## src/rtl/assert_macros.svh

```systemverilog
`ifndef ASSERT_MACROS_SVH
`define ASSERT_MACROS_SVH

// condition must never be true outside reset
`define ASSERT_NEVER(lbl, expr, msg) \
	lbl: assert property (@(posedge clk) disable iff (!arst_n) !(expr)) else $error(msg);

// implication property, written by the caller with |-> or |=>
`define ASSERT_PROP(lbl, prop, msg) \
	lbl: assert property (@(posedge clk) disable iff (!arst_n) prop) else $error(msg);

`endif

```

## src/rtl/vhmm_pkg.sv

```systemverilog
package vhmm_pkg;

	localparam int BIN_COUNT  = 65536;
	localparam int COUNT_BITS = 32;
	localparam int BIN_BITS   = $clog2(BIN_COUNT);
	localparam int STEP_BITS  = $clog2(BIN_BITS);

	localparam logic [BIN_BITS-1:0] TOP_BIN = BIN_BITS'(BIN_COUNT - 1);

	localparam logic [31:0] MIN_RESET = 32'h7FFF_FFFF;
	localparam logic [31:0] MAX_RESET = 32'h8000_0000;

	// request codes
	localparam logic [1:0] REQ_ACC   = 2'd0;
	localparam logic [1:0] REQ_READ  = 2'd1;
	localparam logic [1:0] REQ_CLEAR = 2'd2;
	localparam logic [1:0] REQ_NONE  = 2'd3;

	// sample formats
	localparam logic [2:0] FMT_U8  = 3'd0;
	localparam logic [2:0] FMT_S8  = 3'd1;
	localparam logic [2:0] FMT_U16 = 3'd2;
	localparam logic [2:0] FMT_S16 = 3'd3;

	// configuration register indexes
	localparam logic [1:0] CFG_FORMAT = 2'd0;
	localparam logic [1:0] CFG_SMIN   = 2'd1;
	localparam logic [1:0] CFG_SMAX   = 2'd2;

	typedef struct packed {
		logic [1:0]  op;
		logic [15:0] bin;
		logic [31:0] ext_min;
		logic [31:0] ext_max;
	} item_t;

	typedef struct packed {
		logic [31:0] count;
		logic [15:0] bin;
		logic [31:0] ext_min;
		logic [31:0] ext_max;
	} result_t;

	typedef struct packed {
		logic sweeping;
	} back_status_t;

endpackage

```

## src/rtl/vhmm_queue.sv

```systemverilog
module vhmm_queue (
	input  logic            clk,
	input  logic            arst_n,
	input  logic            wr,
	input  vhmm_pkg::item_t wr_item,
	output logic            q_full,
	input  logic            rd,
	output logic            q_empty,
	output vhmm_pkg::item_t rd_item
);
	import vhmm_pkg::*;

	item_t      ent_q [2];
	logic       wp_q, rp_q;
	logic [1:0] cnt_q;

	assign q_full  = cnt_q == 2'd2;
	assign q_empty = cnt_q == 2'd0;
	assign rd_item = ent_q[rp_q];

	always_ff @(posedge clk or negedge arst_n) begin
		if (!arst_n) begin
			wp_q  <= 1'b0;
			rp_q  <= 1'b0;
			cnt_q <= '0;
		end else begin
			if (wr)
				wp_q <= ~wp_q;
			if (rd)
				rp_q <= ~rp_q;
			cnt_q <= cnt_q + 2'(wr) - 2'(rd);
		end
	end

	always_ff @(posedge clk) begin
		if (wr)
			ent_q[wp_q] <= wr_item;
	end

endmodule

```

## config.mk

```make
export PLATFORM = sky130hd
export DESIGN_NAME = vhmm_queue
export DESIGN_NICKNAME = d
export VERILOG_FILES = /design/src/rtl/assert_macros.svh /design/src/rtl/vhmm_pkg.sv /design/src/rtl/vhmm_queue.sv
export SDC_FILE = /design/constraint.sdc
export NUM_CORES = 1
export LEC_CHECK = 0
export ABC_AREA = 1
export BUFFER_PORTS_ARGS = -buffer_cell sky130_fd_sc_hd__buf_2
export CORE_MARGIN = 2
export CORE_UTILIZATION = 47
export DETAILED_ROUTE_END_ITERATION = 10
export HOLD_SLACK_MARGIN = 0.1
export PLACE_DENSITY = 0.75
export SYNTH_ARGS = -nofsm -noshare
export SYNTH_HDL_FRONTEND = slang
export SYNTH_SLANG_ARGS = --single-unit
```

## constraint.sdc

```tcl
create_clock -name clk -period 4.03 [get_ports clk]
set_input_delay 0.2015 -clock clk [delete_from_list [all_inputs] [get_ports clk]]
set_output_delay 0.2015 -clock clk [all_outputs]
set_load 0.005 [all_outputs]
```

# Yosys cells after proc, flatten, opt, wreduce, memory -nomap -nowiden
# Memory sizes are Yosys's and may differ from the RTL's.
# Index checks and enable logic that the tools add are counted.
# word_totals
memories	1
latchBits	0
in_bits	86
rom_bits	0
mem_bits_rw	164
output_inout_bits	84
reg_bits	4
word_cells	12
# mem_list
name	words	width	rd	rd_clocked_by_memory_dff	write_ports	line	source
ent_q	2	82	1	0	1	vhmm_queue.sv:13	item_t ent_q [2];
# classes
n_reduce_logical	1
addsub	2
mul	0
n_eq_ne	1
shift	0
muxes	2
bitwise_logic	2
order_cmp	0
n_div	0
# op_table
operator	count
2-bit by 1-bit adder with 2-bit output	1
2-bit == test (second input constant)	1
2-bit logical NOT	1
1-bit 2-to-1 mux	2
1-bit inverter	2
2-bit by 1-bit subtractor with 2-bit output	1

# Depth between registers and ports, before layout
# depth
depth_word	2
mapped_depth	7
ltp_nobuf	7

# Worst setup path before layout
# No wires, ideal clock.
# synth_timing
kind	register to register
start	register wp_q
end	memory ent_q[0][0] (netlist name), enable pin
path_stages_with_launch	2
t_arrival_ns	3.830
setup_ns	0.525
required_ns	3.505
path_slack_ns	-0.325
path_cell_list	dfrtp_1 -> nor2_1
# synth_lines
element	line	source
start, declared	vhmm_queue.sv:14	logic wp_q, rp_q;
start signal, assigned	vhmm_queue.sv:28	wp_q <= ~wp_q;
end, declared	vhmm_queue.sv:13	
# Straight into the memory's write port.

==> results.json <==
{
  "hp-class": "primary input to register",
  "synth_top_area_share_pct": 78.5,
  "fillers": 958,
  "grt_use_total_pct": 18.3,
  "crit_path_end_kind": "primary output",
  "routed_via_density": 4.60,
  "vias": 4144,
  "syn2layout_area_growth_pct": 39.0,
  "final_cells": 900,
  "ctsLongestPathBuffers": 2,
  "syn_area_mm2": 0.00628,
  "syn-mean-instance-area_um2": 13.9,
  "antenna_left": 0,
  "cts_made_buffers": 17,
  "io_pins": 170,
  "cts_setup_buffers": 0,
  "grt_pass1_wl_um": 19900,
  "setup_violations": 0,
  "grt_pass1_vias": 4345,
  "max_freq_mhz": 376,
  "layout_min_cycle_time_ps": 2660,
  "die_height_um": 120,
  "met3_length_um": 657,
  "drt-met1-wl_um": 4920,
  "place.gp.congestion": 0.720,
  "core_area_mm2": 0.0131,
  "tightest_slew_ps": 1170,
  "start_util_pct": 47.8,
  "arrival_ps": 2460,
  "insertion_delay_ps": 410,
  "drtIter0Drc": 258,
  "drive_gt1_share_pct": 27.9,
  "cp.required_ps": 3830,
  "hold_buffers": 86,
  "async_flop_share_pct": 2.38,
  "utilization_pct": 66.4,
  "yosys_warnings": 0,
  "dp_hpwl_um": 7380,
  "yosysMostFrequentCell": "edfxtp_1",
  "grt-ovfl-total": 0,
  "cts_tree": "done",
  "power.total_mw": 5.46,
  "setup_ws_ps": 1370,
  "worst_clock_skew_ps": 11.5,
  "rsz0062_at_grt": "false",
  "syn-num-nets": 541,
  "critPathKind": "register to primary output",
  "grt_max_degree": 132,
  "status": "finished, final reports clean",
  "num_antenna_cells": 0,
  "wl_met2_um": 6570,
  "first_pass_iters": 6,
  "htree_levels": 4,
  "slowest_stage": "dfrtp_4",
  "fin_crit_sh_pct": 66.0,
  "yosysSeqAreaShare_pct": 80.0,
  "place_ws_ps": 1870,
  "port-buffer-count": 169,
  "yosysTopAreaCell": "edfxtp_1",
  "numClockSinks": 168,
  "yosysUniqueCellTypes": 13,
  "cpPeakStageDelay_ps": 1180,
  "antenna_found_initial": 0,
  "slew_violations": 0,
  "cts.repair.resized": 0,
  "num_rows": 42,
  "wl_um": 12400,
  "cp_max_fo": 131,
  "placed_cell_area_mm2": 0.00728,
  "hold_viol": 0,
  "clock_tree.root_cell": "clkbuf_16",
  "powerDensity_mw_per_mm2": 626,
  "ir_drop_mv": 0.563,
  "synthTopCellsByCount": "edfxtp_1 (164), inv_1 (89), nand2_1 (88)",
  "synth_flop_cell": "edfxtp_1",
  "nets": 801,
  "slew_headroom_pct": 21.8,
  "holdWs_ps": 513,
  "p_leak_nw": 3.75,
  "placedCellCount": 784,
  "cts.clk_slew.worst_paths_ps": 60,
  "die_w_um": 120,
  "die_area_mm2": 0.0143,
  "crit_path_cell_trace": "buf_4, nand2_1, o21ai_0, buf_2",
  "netlist_instances": 453,
  "tns_ps": 0,
  "drv_cap": 0,
  "ys_seq_elements": 168,
  "drc_errors": 0,
  "finalInstanceArea_mm2": 0.00873,
  "multi_input_area_um2": 807,
  "ys_top_cells_by_area": "edfxtp_1 (78%), o21ai_0 (5.4%), inv_1 (5.3%)",
  "wl_per_cell_um": 13.8,
  "top_layer": "met4",
  "regArea_mm2": 0.00503,
  "start_kind": "register",
  "synth_edf_count": 164
}
-- per-layer routing --
layer / vias to the layer above / global-route usage, %
li1: 2042 / -
met1: 1939 / 19.5
met2: 142 / 33.4
met3: 21 / 4.94
met4: 0 / 8.46
met5: - / 0
-- cells by family after synthesis --
| family | after synthesis | share of synthesized area, % |
|---|---|---|
| AO/OA/AOI/OAI | 82 | 6.54 |
| XOR/XNOR | 2 | 0.279 |
| adder cells (fa/ha/maj) | 2 | 0.399 |
| buffers and inverters | 107 | 7.22 |
| flip-flops | 168 | 80.0 |
| AND/OR/NAND/NOR | 92 | 5.52 |
-- where the power goes --
group | total, mW | switching, mW | internal (mW) | leakage [nW]
sequential | 2.58 | 0.258 | 2.32 | 1.59
combinational | 1.27 | 0.709 | 0.566 | 1.88
clock | 1.61 | 0.592 | 1.02 | 0.288
total | 5.46 | 1.56 | 3.90 | 3.75
-- path summary, 6_finish.rpt --
check | cells past startpoint | slack [ps] | end | from
min | 2 | 510 | ent_q[0][59]$_DFFE_PP_ | wr_item[59]
min reg2reg | 1 | 560 | wp_q$_DFFE_PN0P_ | wp_q$_DFFE_PN0P_
max reg2reg | 3 | 2320 | ent_q[1][17]$_DFFE_PP_ | wp_q$_DFFE_PN0P_
min in group asynchronous | 3 | 700 | wp_q$_DFFE_PN0P_ | arst_n
max | 4 | 1370 | rd_item[40] | rp_q$_DFFE_PN0P_
max in group asynchronous | 3 | 3140 | rp_q$_DFFE_PN0P_ | arst_n
-- cell usage in the layout, fill, tap and decap left out --
cell type / count
o21ai_1: 14
dlygate4sd3_1: 86
clkinvlp_4: 1
clkinv_1: 3
nand2_1: 88
buf_4: 3
o21ai_0: 68
dfrtp_4: 1
buf_12: 1
buf_2: 169
inv_1: 88
nor2_1: 2
clkbuf_1: 1
clkinv_2: 5
edfxtp_1: 164
nand3_1: 1
bufinv_16: 4
clkbuf_16: 17
dfrtp_1: 3
ha_1: 2
xor2_1: 2
nor2_4: 1
-- state kept, by name, indices dropped and copies added, names as in the netlist --
name / cells
rp_q: 1
cnt_q: 2
wp_q: 1
ent_q: 164
-- final cells by class --
class / instances / share of cell area, %
Multi-Input combinational cell: 178 / 9.25
Sequential cell: 168 / 57.6
Inverter: 89 / 3.84
Clock buffer: 18 / 4.92
Clock inverter: 12 / 1.82
Timing Repair Buffer: 259 / 20.0
Tap cell: 176 / 2.52
-- worst max-delay path, delay by kind of cell, from the launching register on --
| family | cells | cell delay, ps |
|---|---|---|
| AOI/OAI and AO/OA | 1 | 90 |
| and+or+nand+nor | 1 | 100 |
| buffers and inverters | 2 | 590 |
| DFF | 1 | 1180 |
(Power assumes the default switching activity.)
