==> src/rtl/assert_macros.svh <==
`ifndef ASSERT_MACROS_SVH
`define ASSERT_MACROS_SVH

// condition must never be true outside reset
`define ASSERT_NEVER(lbl, expr, msg) \
	lbl: assert property (@(posedge clk) disable iff (!arst_n) !(expr)) else $error(msg);

// implication property, written by the caller with |-> or |=>
`define ASSERT_PROP(lbl, prop, msg) \
	lbl: assert property (@(posedge clk) disable iff (!arst_n) prop) else $error(msg);

`endif

==> src/rtl/vhmm_pkg.sv <==
package vhmm_pkg;

	localparam int BIN_COUNT  = 65536;
	localparam int COUNT_BITS = 32;
	localparam int BIN_BITS   = $clog2(BIN_COUNT);
	localparam int STEP_BITS  = $clog2(BIN_BITS);

	localparam logic [BIN_BITS-1:0] TOP_BIN = BIN_BITS'(BIN_COUNT - 1);

	localparam logic [31:0] MIN_RESET = 32'h7FFF_FFFF;
	localparam logic [31:0] MAX_RESET = 32'h8000_0000;

	// request codes
	localparam logic [1:0] REQ_ACC   = 2'd0;
	localparam logic [1:0] REQ_READ  = 2'd1;
	localparam logic [1:0] REQ_CLEAR = 2'd2;
	localparam logic [1:0] REQ_NONE  = 2'd3;

	// sample formats
	localparam logic [2:0] FMT_U8  = 3'd0;
	localparam logic [2:0] FMT_S8  = 3'd1;
	localparam logic [2:0] FMT_U16 = 3'd2;
	localparam logic [2:0] FMT_S16 = 3'd3;

	// configuration register indexes
	localparam logic [1:0] CFG_FORMAT = 2'd0;
	localparam logic [1:0] CFG_SMIN   = 2'd1;
	localparam logic [1:0] CFG_SMAX   = 2'd2;

	typedef struct packed {
		logic [1:0]  op;
		logic [15:0] bin;
		logic [31:0] ext_min;
		logic [31:0] ext_max;
	} item_t;

	typedef struct packed {
		logic [31:0] count;
		logic [15:0] bin;
		logic [31:0] ext_min;
		logic [31:0] ext_max;
	} result_t;

	typedef struct packed {
		logic sweeping;
	} back_status_t;

endpackage

==> src/rtl/vhmm_front.sv <==
module vhmm_front (
	input  logic                 clk,
	input  logic                 arst_n,
	input  logic                 push,
	output logic                 full,
	input  logic [1:0]           req_type,
	input  logic signed [31:0]   voxel_value,
	input  logic [15:0]          bin_index,
	input  logic                 cfg_valid,
	output logic                 cfg_ready,
	input  logic [1:0]           cfg_index,
	input  logic [31:0]          cfg_data,
	input  vhmm_pkg::back_status_t bstat,
	input  logic                 q_full,
	output logic                 q_push,
	output vhmm_pkg::item_t      q_item
);
	import vhmm_pkg::*;

	logic [2:0]  fmt_q;
	logic [31:0] smin_q, smax_q;
	logic [31:0] min_q, max_q;
	logic        busy_q, hold_v_q;
	item_t       hold_q;
	logic [STEP_BITS-1:0] step_q;
	logic [31:0] rem_q, den_q;
	logic [BIN_BITS-1:0] dlo_q, quo_q;

	logic        accept;
	logic [31:0] v;
	logic [16:0] dbin;
	logic [BIN_BITS-1:0] dbin_c, sbin;
	logic        scaled, need_div;
	logic signed [33:0] num, den, numa, dena;
	logic [31+BIN_BITS:0] dvd;
	logic [31:0] new_min, new_max;
	logic [32:0] rem33;
	logic        ge;

	assign cfg_ready = 1'b1;
	assign full      = busy_q | hold_v_q | bstat.sweeping;
	assign accept    = push & ~full;
	assign q_push    = hold_v_q & ~q_full;
	assign q_item    = hold_q;

	always_comb begin
		scaled = 1'b0;
		dbin   = '0;
		unique case (fmt_q)
			FMT_U8: begin
				v    = {24'd0, voxel_value[7:0]};
				dbin = {9'd0, voxel_value[7:0]};
			end
			FMT_S8: begin
				v    = {{24{voxel_value[7]}}, voxel_value[7:0]};
				dbin = {9'd0, ~voxel_value[7], voxel_value[6:0]};
			end
			FMT_U16: begin
				v    = {16'd0, voxel_value[15:0]};
				dbin = {1'b0, voxel_value[15:0]};
			end
			FMT_S16: begin
				v    = {{16{voxel_value[15]}}, voxel_value[15:0]};
				dbin = {1'b0, ~voxel_value[15], voxel_value[14:0]};
			end
			default: begin
				v      = voxel_value;
				scaled = 1'b1;
			end
		endcase
		dbin_c = (dbin > 17'(TOP_BIN)) ? TOP_BIN : dbin[BIN_BITS-1:0];

		num = 34'(signed'(v)) - 34'(signed'(smin_q));
		den = 34'(signed'(smax_q)) - 34'(signed'(smin_q));
		if (den < 0) begin
			numa = -num;
			dena = -den;
		end else begin
			numa = num;
			dena = den;
		end
		need_div = 1'b0;
		if (den == 0)
			sbin = (num < 0) ? '0 : TOP_BIN;
		else if (numa <= 0)
			sbin = '0;
		else if (numa >= dena)
			sbin = TOP_BIN;
		else begin
			sbin     = '0;
			need_div = 1'b1;
		end
		// numa * (BIN_COUNT-1) as shift and subtract
		dvd = {numa[31:0], {BIN_BITS{1'b0}}} - (32+BIN_BITS)'(numa[31:0]);

		new_min = ($signed(v) < $signed(min_q)) ? v : min_q;
		new_max = ($signed(v) > $signed(max_q)) ? v : max_q;

		rem33 = {rem_q, dlo_q[BIN_BITS-1]};
		ge    = rem33 >= {1'b0, den_q};
	end

	always_ff @(posedge clk or negedge arst_n) begin
		if (!arst_n) begin
			fmt_q  <= FMT_U8;
			smin_q <= '0;
			smax_q <= '0;
		end else if (cfg_valid) begin
			unique case (cfg_index)
				CFG_FORMAT: fmt_q  <= cfg_data[2:0];
				CFG_SMIN:   smin_q <= cfg_data;
				CFG_SMAX:   smax_q <= cfg_data;
				default: ;
			endcase
		end
	end

	always_ff @(posedge clk or negedge arst_n) begin
		if (!arst_n) begin
			busy_q   <= 1'b0;
			hold_v_q <= 1'b0;
			min_q    <= MIN_RESET;
			max_q    <= MAX_RESET;
			step_q   <= '0;
		end else begin
			if (q_push)
				hold_v_q <= 1'b0;
			if (accept) begin
				unique case (req_type)
					REQ_ACC: begin
						min_q <= new_min;
						max_q <= new_max;
						if (scaled && need_div) begin
							busy_q <= 1'b1;
							step_q <= STEP_BITS'(BIN_BITS - 1);
						end else
							hold_v_q <= 1'b1;
					end
					REQ_CLEAR: begin
						min_q    <= MIN_RESET;
						max_q    <= MAX_RESET;
						hold_v_q <= 1'b1;
					end
					default: hold_v_q <= 1'b1;
				endcase
			end
			if (busy_q) begin
				step_q <= step_q - 1'b1;
				if (step_q == '0) begin
					busy_q   <= 1'b0;
					hold_v_q <= 1'b1;
				end
			end
		end
	end

	// payload, no reset
	always_ff @(posedge clk) begin
		if (accept) begin
			hold_q.op <= req_type;
			unique case (req_type)
				REQ_ACC: begin
					hold_q.bin     <= 16'(scaled ? sbin : dbin_c);
					hold_q.ext_min <= new_min;
					hold_q.ext_max <= new_max;
				end
				REQ_READ: begin
					hold_q.bin     <= bin_index;
					hold_q.ext_min <= min_q;
					hold_q.ext_max <= max_q;
				end
				REQ_CLEAR: begin
					hold_q.bin     <= '0;
					hold_q.ext_min <= MIN_RESET;
					hold_q.ext_max <= MAX_RESET;
				end
				default: begin
					hold_q.bin     <= '0;
					hold_q.ext_min <= min_q;
					hold_q.ext_max <= max_q;
				end
			endcase
			rem_q <= dvd[31+BIN_BITS:BIN_BITS];
			dlo_q <= dvd[BIN_BITS-1:0];
			den_q <= dena[31:0];
			quo_q <= '0;
		end else if (busy_q) begin
			rem_q <= ge ? 32'(rem33 - {1'b0, den_q}) : rem33[31:0];
			dlo_q <= {dlo_q[BIN_BITS-2:0], 1'b0};
			quo_q <= {quo_q[BIN_BITS-2:0], ge};
			if (step_q == '0)
				hold_q.bin <= 16'({quo_q[BIN_BITS-2:0], ge});
		end
	end

endmodule

==> config.mk <==
export PLATFORM = sky130hd
export DESIGN_NAME = vhmm_front
export DESIGN_NICKNAME = d
export VERILOG_FILES = /design/src/rtl/assert_macros.svh /design/src/rtl/vhmm_pkg.sv /design/src/rtl/vhmm_front.sv
export SDC_FILE = /design/constraint.sdc
export NUM_CORES = 1
export LEC_CHECK = 0
export BUFFER_PORTS_ARGS = -buffer_cell sky130_fd_sc_hd__buf_2
export CAP_MARGIN = 10
export CORE_MARGIN = 2
export CORE_UTILIZATION = 62
export DETAILED_ROUTE_END_ITERATION = 10
export HOLD_SLACK_MARGIN = 0.03
export PLACE_DENSITY = 0.82
export SLEW_MARGIN = 30
export SYNTH_ARGS = -nofsm -noshare
export SYNTH_HDL_FRONTEND = slang
export SYNTH_SLANG_ARGS = --single-unit
==> constraint.sdc <==
create_clock -name clk -period 8.1 [get_ports clk]
set_clock_uncertainty 0.15 [all_clocks]
set_input_delay 1.62 -clock clk [delete_from_list [all_inputs] [get_ports clk]]
set_output_delay 1.62 -clock clk [all_outputs]
set_load 0.01 [all_outputs]
* Word-level counts from Yosys, hierarchy flattened *
Cells that the tools add are included.
W data, S select, Z words.

cells by class
  add/subtract/negate cells = 7
  eq/ne operators = 7
  bitwise gates (word level) = 8
  multiplexer cells = 42
  reduce and logical (&&, ||, !) cells = 18
  order comparisons = 8

operators by type and width
  kind                    number
  $pmux W80 S3            1
  $mux W16                11
  $mux W32                5
  $pmux W32 S2            2
  $pmux W32 S4            1
  $mux W34                2
  $neg A33 Y34            2
  $lt A33 B1 Y1 const B   2
  $sub A32 B32 Y33        2
  $pmux W16 S4            1
  $sub A48 B32 Y48        1
  $ge A34 B34 Y1          1
  $le A34 B1 Y1 const B   1
  $logic_not A34 Y1       1
  $ge A33 B32 Y1          1
  $gt A32 B32 Y1          1
  $lt A32 B32 Y1          1
  $sub A32 B32 Y32        1
  $gt A17 B16 Y1 const B  1
  $mux W4                 4
  $mux W1                 15
  $reduce_and A2 Y1       5
  $reduce_bool A2 Y1      5
  $eq A3 B2 Y1 const B    2
  13 further kinds        21

word-level totals
  flip-flop bits (word level) = 314
  input port bits = 90
  output and inout port bits = 85

* Logic depth before layout (Yosys ltp) *
  depth after elaboration = 15
  mapped depth = 33

* Worst setup path before layout *
OpenSTA, ideal clock, no wires.

  kind = in2reg
  from = input voxel_value[7]
  to = register rem_q[29] (data pin)
  arrival time = 7.485 ns
  stages = 32
  slack = 0.054 ns
  required time = 7.540 ns
  buffers on the path = 4
  library setup time = 0.410 ns
  path through = clkbuf_1 > mux2i_1 > o21ai_0 > clkbuf_1 > o21ai_0 > inv_1 > ha_1 > clkbuf_1 > and4_1 > nand2_1 > a211oi_1 > nor3_1 > xnor2_1 > nor4b_2 > buf_4 > and2_1 > nor2_1 > xnor2_1 > inv_1 > ha_1 > a21oi_1 > o21bai_1 > a21o_1 > a31oi_1 > o21bai_1 > a21oi_1 > nand2_1 > a41oi_1 > nand4bb_1 > or4b_1 > xnor2_1 > a21oi_1

between the ends
  longest elaborated chain between the ends = 6

RTL lines
  item                    RTL line           source
  start: declaration      vhmm_front.sv:7    input logic signed [31:0] voxel_value,
  $pmux W32 S4 (*)        vhmm_front.sv:49   unique case (fmt_q)
  $sub A32 B32 Y33 (*)    vhmm_front.sv:73   num = 34'(signed'(v)) - 34'(signed'(smin_q));
  $neg A33 Y34            vhmm_front.sv:76   numa = -num;
  $mux W34 (*)            vhmm_front.sv:75   if (den < 0) begin
  $sub A48 B32 Y48 (*)    vhmm_front.sv:94   dvd = {numa[31:0], {BIN_BITS{1'b0}}} - (32+BIN_BITS)'(numa[31:0]);
  $mux W32 (*)            vhmm_front.sv:159  if (accept) begin
  end signal: assignment  vhmm_front.sv:183  rem_q <= dvd[31+BIN_BITS:BIN_BITS];
  end signal: assignment  vhmm_front.sv:188  rem_q <= ge ? 32'(rem33 - {1'b0, den_q}) : rem33[31:0];
  end: declaration        vhmm_front.sv:26   logic [31:0] rem_q, den_q;

Mark *: on every way between the ends. The rest lies on a longest branch, timed or not.
A chain may end at the register's enable or synchronous reset.

* Worst setup path in the final report *
  from = input voxel_value[15]
  to = register hold_q, in the netlist q_item[72] (data pin)

between the ends
  longest elaborated chain between the ends = 11
  elaborated cells between the ends (all ways) = 18
  classes of those cells = add/sub: 2; order compare: 4; mux: 11; bitwise: 1

RTL lines
  item              RTL line           source
  $pmux W32 S4      vhmm_front.sv:49
  $sub A32 B32 Y33  vhmm_front.sv:73
  $neg A33 Y34      vhmm_front.sv:76
  $mux W34          vhmm_front.sv:75
  $ge A34 B34 Y1    vhmm_front.sv:87   else if (numa >= dena)
  $mux W16          vhmm_front.sv:87
  $mux W16          vhmm_front.sv:85   else if (numa <= 0)
  $mux W16          vhmm_front.sv:83   if (den == 0)
  $mux W16 (*)      vhmm_front.sv:163  hold_q.bin <= 16'(scaled ? sbin : dbin_c);
  $pmux W80 S3 (*)  vhmm_front.sv:161  unique case (req_type)
  $mux W16 (*)      vhmm_front.sv:159
  end: declaration  vhmm_front.sv:24   item_t hold_q;

Marked as above.

==> reports/results.tsv <==
stage	metric	value	unit
clocking	clk sink count	314	
power	Reg power frac	0.182	
yosys	fraction of registers with async set/reset	0.4363	
global_route	pin count of the biggest net entering global routing	78	
drt	drt wl/cell	23.35	um
power	leakage power	12.70	nW
sta	Pins Over Slew Limit	0	
die	Core Rows	73	
yosys	Seq/Total Area, Yosys	0.3499	
critical_path	setup slack, reg-to-reg	0.50	ns
global_route	first-pass GRT wire length	126500	um
placed_design	Placement Cell Area	27210	um2
critical_path	Worst EP required	8.32	ns
critical_path	crit path kind	in -> reg	
outcome	outcome	completed	
drt	final WL	82810	um
layout	share of layout cells above drive strength 1	0.1900	
clocking	H-tree depth	2	
placed_design	HPWL Detailed	64750	um
yosys	Avg Synthesized Cell Area	9.108	um2
drt	DRT antenna net count	0	
die	Die ar.	41410	um2
drt	via count	23120	
sta	Fin Setup TNS	0	ns
sta	Final min period	7.673	ns
power	combinational share of power	0.701	
critical_path	CP arrival	7.90	ns
die	Die Ht	203.5	um
sta	relative slew slack	0.3889	
global_route	GRT overflow	0	
critical_path	worst-path cell with the longest stage delay	nor4_1	
critical_path	Setup crit end	q_item[72]$_DFFE_PP_	
yosys	Post-synth top flop	edfxtp_1	
critical_path	crit path launch type	primary input	
clocking	setup bufs post-CTS	0	
die	core area	39550	um2
power	Clock power frac	0.117	
critical_path	CP max FO	16	
drt	DRC viols	0	
power	Pwr Density	527.8	nW/um2
yosys	Cells after Synth	2709	
sta	final worst-path cycle share	0.9473	
power	Sw Ratio	0.4852	
die	Die Span X	203.5	um
yosys	Distinct cells, synth	108	
layout	Final Cell Area	28500	um2
clocking	Max Root-Sink Buffers	3	
yosys	Mapped Area	24670	um2
critical_path	worst reg2reg startpoint	smax_q[0]$_DFFE_PN0P_	
drt	Initial DRT Pass Iterations	5	
layout	ANT cells	0	
run	max-cap violations	0	
placed_design	I/O Buffers	173	
sta	fmax	130.3	MHz
yosys	synthesized flop and latch total	314	
drt	1st-iter DRT viols	2326	
clocking	clk slew on worst S/H paths	0.06	ns
critical_path	Critical Path Start	voxel_value[15]	
layout	Layout area overhead	15.50	%
clocking	Clock Tree Root	clkbuf_16	
power	Int Power	7.744	mW
drt	drt via density	6.521	
global_route	vias in the first global route	22130	
die	# IOs	175	
global_route	Global Route Usage Sum	0.3961	
sta	Final Setup Violations	0	
power	Worst VDD drop	345.6	uV
layout	Final nets	3300	
worst_hold_path	worst hold path type	reg -> reg	
yosys	number of synthesized flops with an enable pin	162	
critical_path	CP max stage delay	0.56	ns
power	P_sw	7.297	mW
sta	final-report hold violation count	0	
critical_path	reg2reg end	hold_v_q$_DFF_PN0_	
critical_path	crit end category	register	
placed_design	GPL Wtd Cong	1.038	
clocking	CTS tree	done	
yosys	yosys warns	0	
clocking	clk_lat worst skew	0.56	ns
sta	unrepaired setup endpoints after global routing	false	
sta	Tightest Pin Transition	0.9166	ns
die	Initial Utilization	0.6238	
critical_path	R2R cell count	27	
global_route	antenna violations before repair	2	
layout	Filler Cell Count	3004	
clocking	Inserted Clock Buffers	36	
## metrics by stage
| step | utilization | hold WS [ns] | setup WS, ns | instances | power, mW |
|---|---|---|---|---|---|
| after CTS | 0.7199 | 0.3127 | 0.5494 | 3546 | 14.79 |
| final | 0.7206 | 0.3110 | 0.4271 | 3546 | 15.04 |
| after detailed placement | 0.6881 | 0.2988 | 0.03518 | 3482 | 12.93 |
| after global routing | 0.7206 | 0.3326 | 0.03223 | 3546 | 15.98 |
| after floorplan | - | 0.2749 | 0.05431 | 2710 | 9.392 |
| after global placement | 0.6878 | 0.2847 | 0.1257 | 3482 | 12.65 |
## logic make-up after synthesis
family,share of synthesized area
compound gates,0.2368
simple gates,0.1484
flops,0.3499
fa+ha+maj,0.1099
xor+xnor,0.06375
buf+inv,0.05634
other cells,0.0001520
mux,0.03464
## how the worst min path moves through the flow
| stage | to | from | slack, ns | cells past startpoint |
|---|---|---|---|---|
| 5_1_grt | quo_q[10]$_SDFFE_PP0P_ | quo_q[9]$_SDFFE_PP0P_ | 0.33 | 2 |
| 6_report | quo_q[3]$_SDFFE_PP0P_ | quo_q[2]$_SDFFE_PP0P_ | 0.31 | 2 |
| 3_3_place_gp | quo_q[14]$_SDFFE_PP0P_ | quo_q[13]$_SDFFE_PP0P_ | 0.28 | 2 |
| 2_1_floorplan | quo_q[14]$_SDFFE_PP0P_ | quo_q[13]$_SDFFE_PP0P_ | 0.27 | 2 |
| 4_1_cts | quo_q[3]$_SDFFE_PP0P_ | quo_q[2]$_SDFFE_PP0P_ | 0.31 | 2 |
| 3_5_place_dp | quo_q[3]$_SDFFE_PP0P_ | quo_q[2]$_SDFFE_PP0P_ | 0.30 | 2 |
## routing by layer
layer  global-route usage  wire length (um)
met1               0.5276             33710
met2               0.6223             37520
met3              0.07031              6892
met4               0.2005              4688
met5                    0                 0
## power groups by stage
stage | combinational (mW) | clock [mW] | sequential, mW
floorplan | 6.71 | 0 | 2.69
global placement | 9.93 | 0 | 2.71
detailed placement | 10.2 | 0 | 2.74
CTS | 10.3 | 1.77 | 2.72
global route | 11.4 | 1.83 | 2.78
finish | 10.5 | 1.76 | 2.73
## cell usage after synthesis (23+ instances only)
cell,count,area share
ha_1,212,0.11
inv_1,248,0.038
xor2_1,65,0.023
o21ai_0,166,0.034
a2bb2oi_1,35,0.012
clkbuf_1,86,0.013
a22o_1,63,0.022
edfxtp_1,162,0.20
nand4_1,45,0.011
and3_1,25,0.0063
xnor2_1,109,0.039
nand3_1,71,0.014
a31oi_1,23,0.0058
o21a_1,26,0.0079
nor3_1,55,0.011
nor2b_1,23,0.0058
a21oi_1,180,0.037
a21o_1,72,0.022
mux2_2,67,0.031
o22a_1,30,0.011
a211oi_1,39,0.012
nand2b_1,34,0.0086
o31ai_1,27,0.0082
nand2_1,184,0.028
dfstp_2,32,0.034
nor2_1,165,0.025
dfrtp_1,105,0.11
## worst max-delay path: cells and delay by family
| kind | cells | cell delay [ns] |
|---|---|---|
| AOI/OAI and AO/OA | 10 | 1.97 |
| adders and majority gates | 2 | 0.55 |
| buffers and inverters | 7 | 1.27 |
| muxes | 1 | 0.07 |
| and+or+nand+nor | 9 | 2.39 |
## registers in the layout, summed over array words and instances, names as in the netlist, 16 cells and up
signal	cells
max_q	32
q_item	82
den_q	32
min_q	32
smax_q	32
rem_q	32
dlo_q	16
smin_q	32
## placed cells by master (no fill, tap or decap), types with 11 or more instances in the layout
cell type / netlist / routed
o22ai_1: 11 / 11
o21bai_1: 20 / 20
buf_2: 9 / 172
a21o_1: 72 / 72
o22a_1: 30 / 30
nor2_1: 165 / 165
inv_1: 248 / 248
nor3_1: 55 / 53
ha_1: 212 / 212
dfxtp_1: 15 / 15
buf_4: 2 / 182
nand2b_1: 34 / 34
o21a_1: 26 / 26
nand4_1: 45 / 45
a31oi_1: 23 / 21
a21boi_0: 15 / 15
o211ai_1: 20 / 20
o31ai_1: 27 / 27
dfstp_2: 32 / 32
clkbuf_16: 0 / 36
mux2_2: 67 / 67
nand2_1: 184 / 182
dfrtp_1: 105 / 105
a21oi_1: 180 / 178
and3_1: 25 / 25
and2_1: 22 / 22
or3_1: 20 / 20
a22o_1: 63 / 63
xnor2_1: 109 / 109
nor2b_1: 23 / 23
edfxtp_1: 162 / 162
nor4_1: 17 / 17
nand3_1: 71 / 71
a2bb2oi_1: 35 / 35
a211oi_1: 39 / 39
o21ai_0: 166 / 165
xor2_1: 65 / 65
## what timing repair did
action | in CTS | in global routing
hold buffers | 0 | 0
gates resized for setup | 0 | 2
setup endpoints to repair | 0 | 22
hold endpoints to repair | 0 | 0
## cell type report
class | instances | area [um2] | share of cell area
multi-input cells | 2035 | 14730 | 0.5168
flip-flops and latches | 314 | 8633 | 0.3030
repair buffers | 358 | 2281 | 0.08004
inverters | 250 | 943.4 | 0.03311
clock buffers | 40 | 915.9 | 0.03214
well taps | 525 | 656.9 | 0.02305
clock inverters | 24 | 340.3 | 0.01194
No activity file was read; power rests on OpenSTA's default activity.
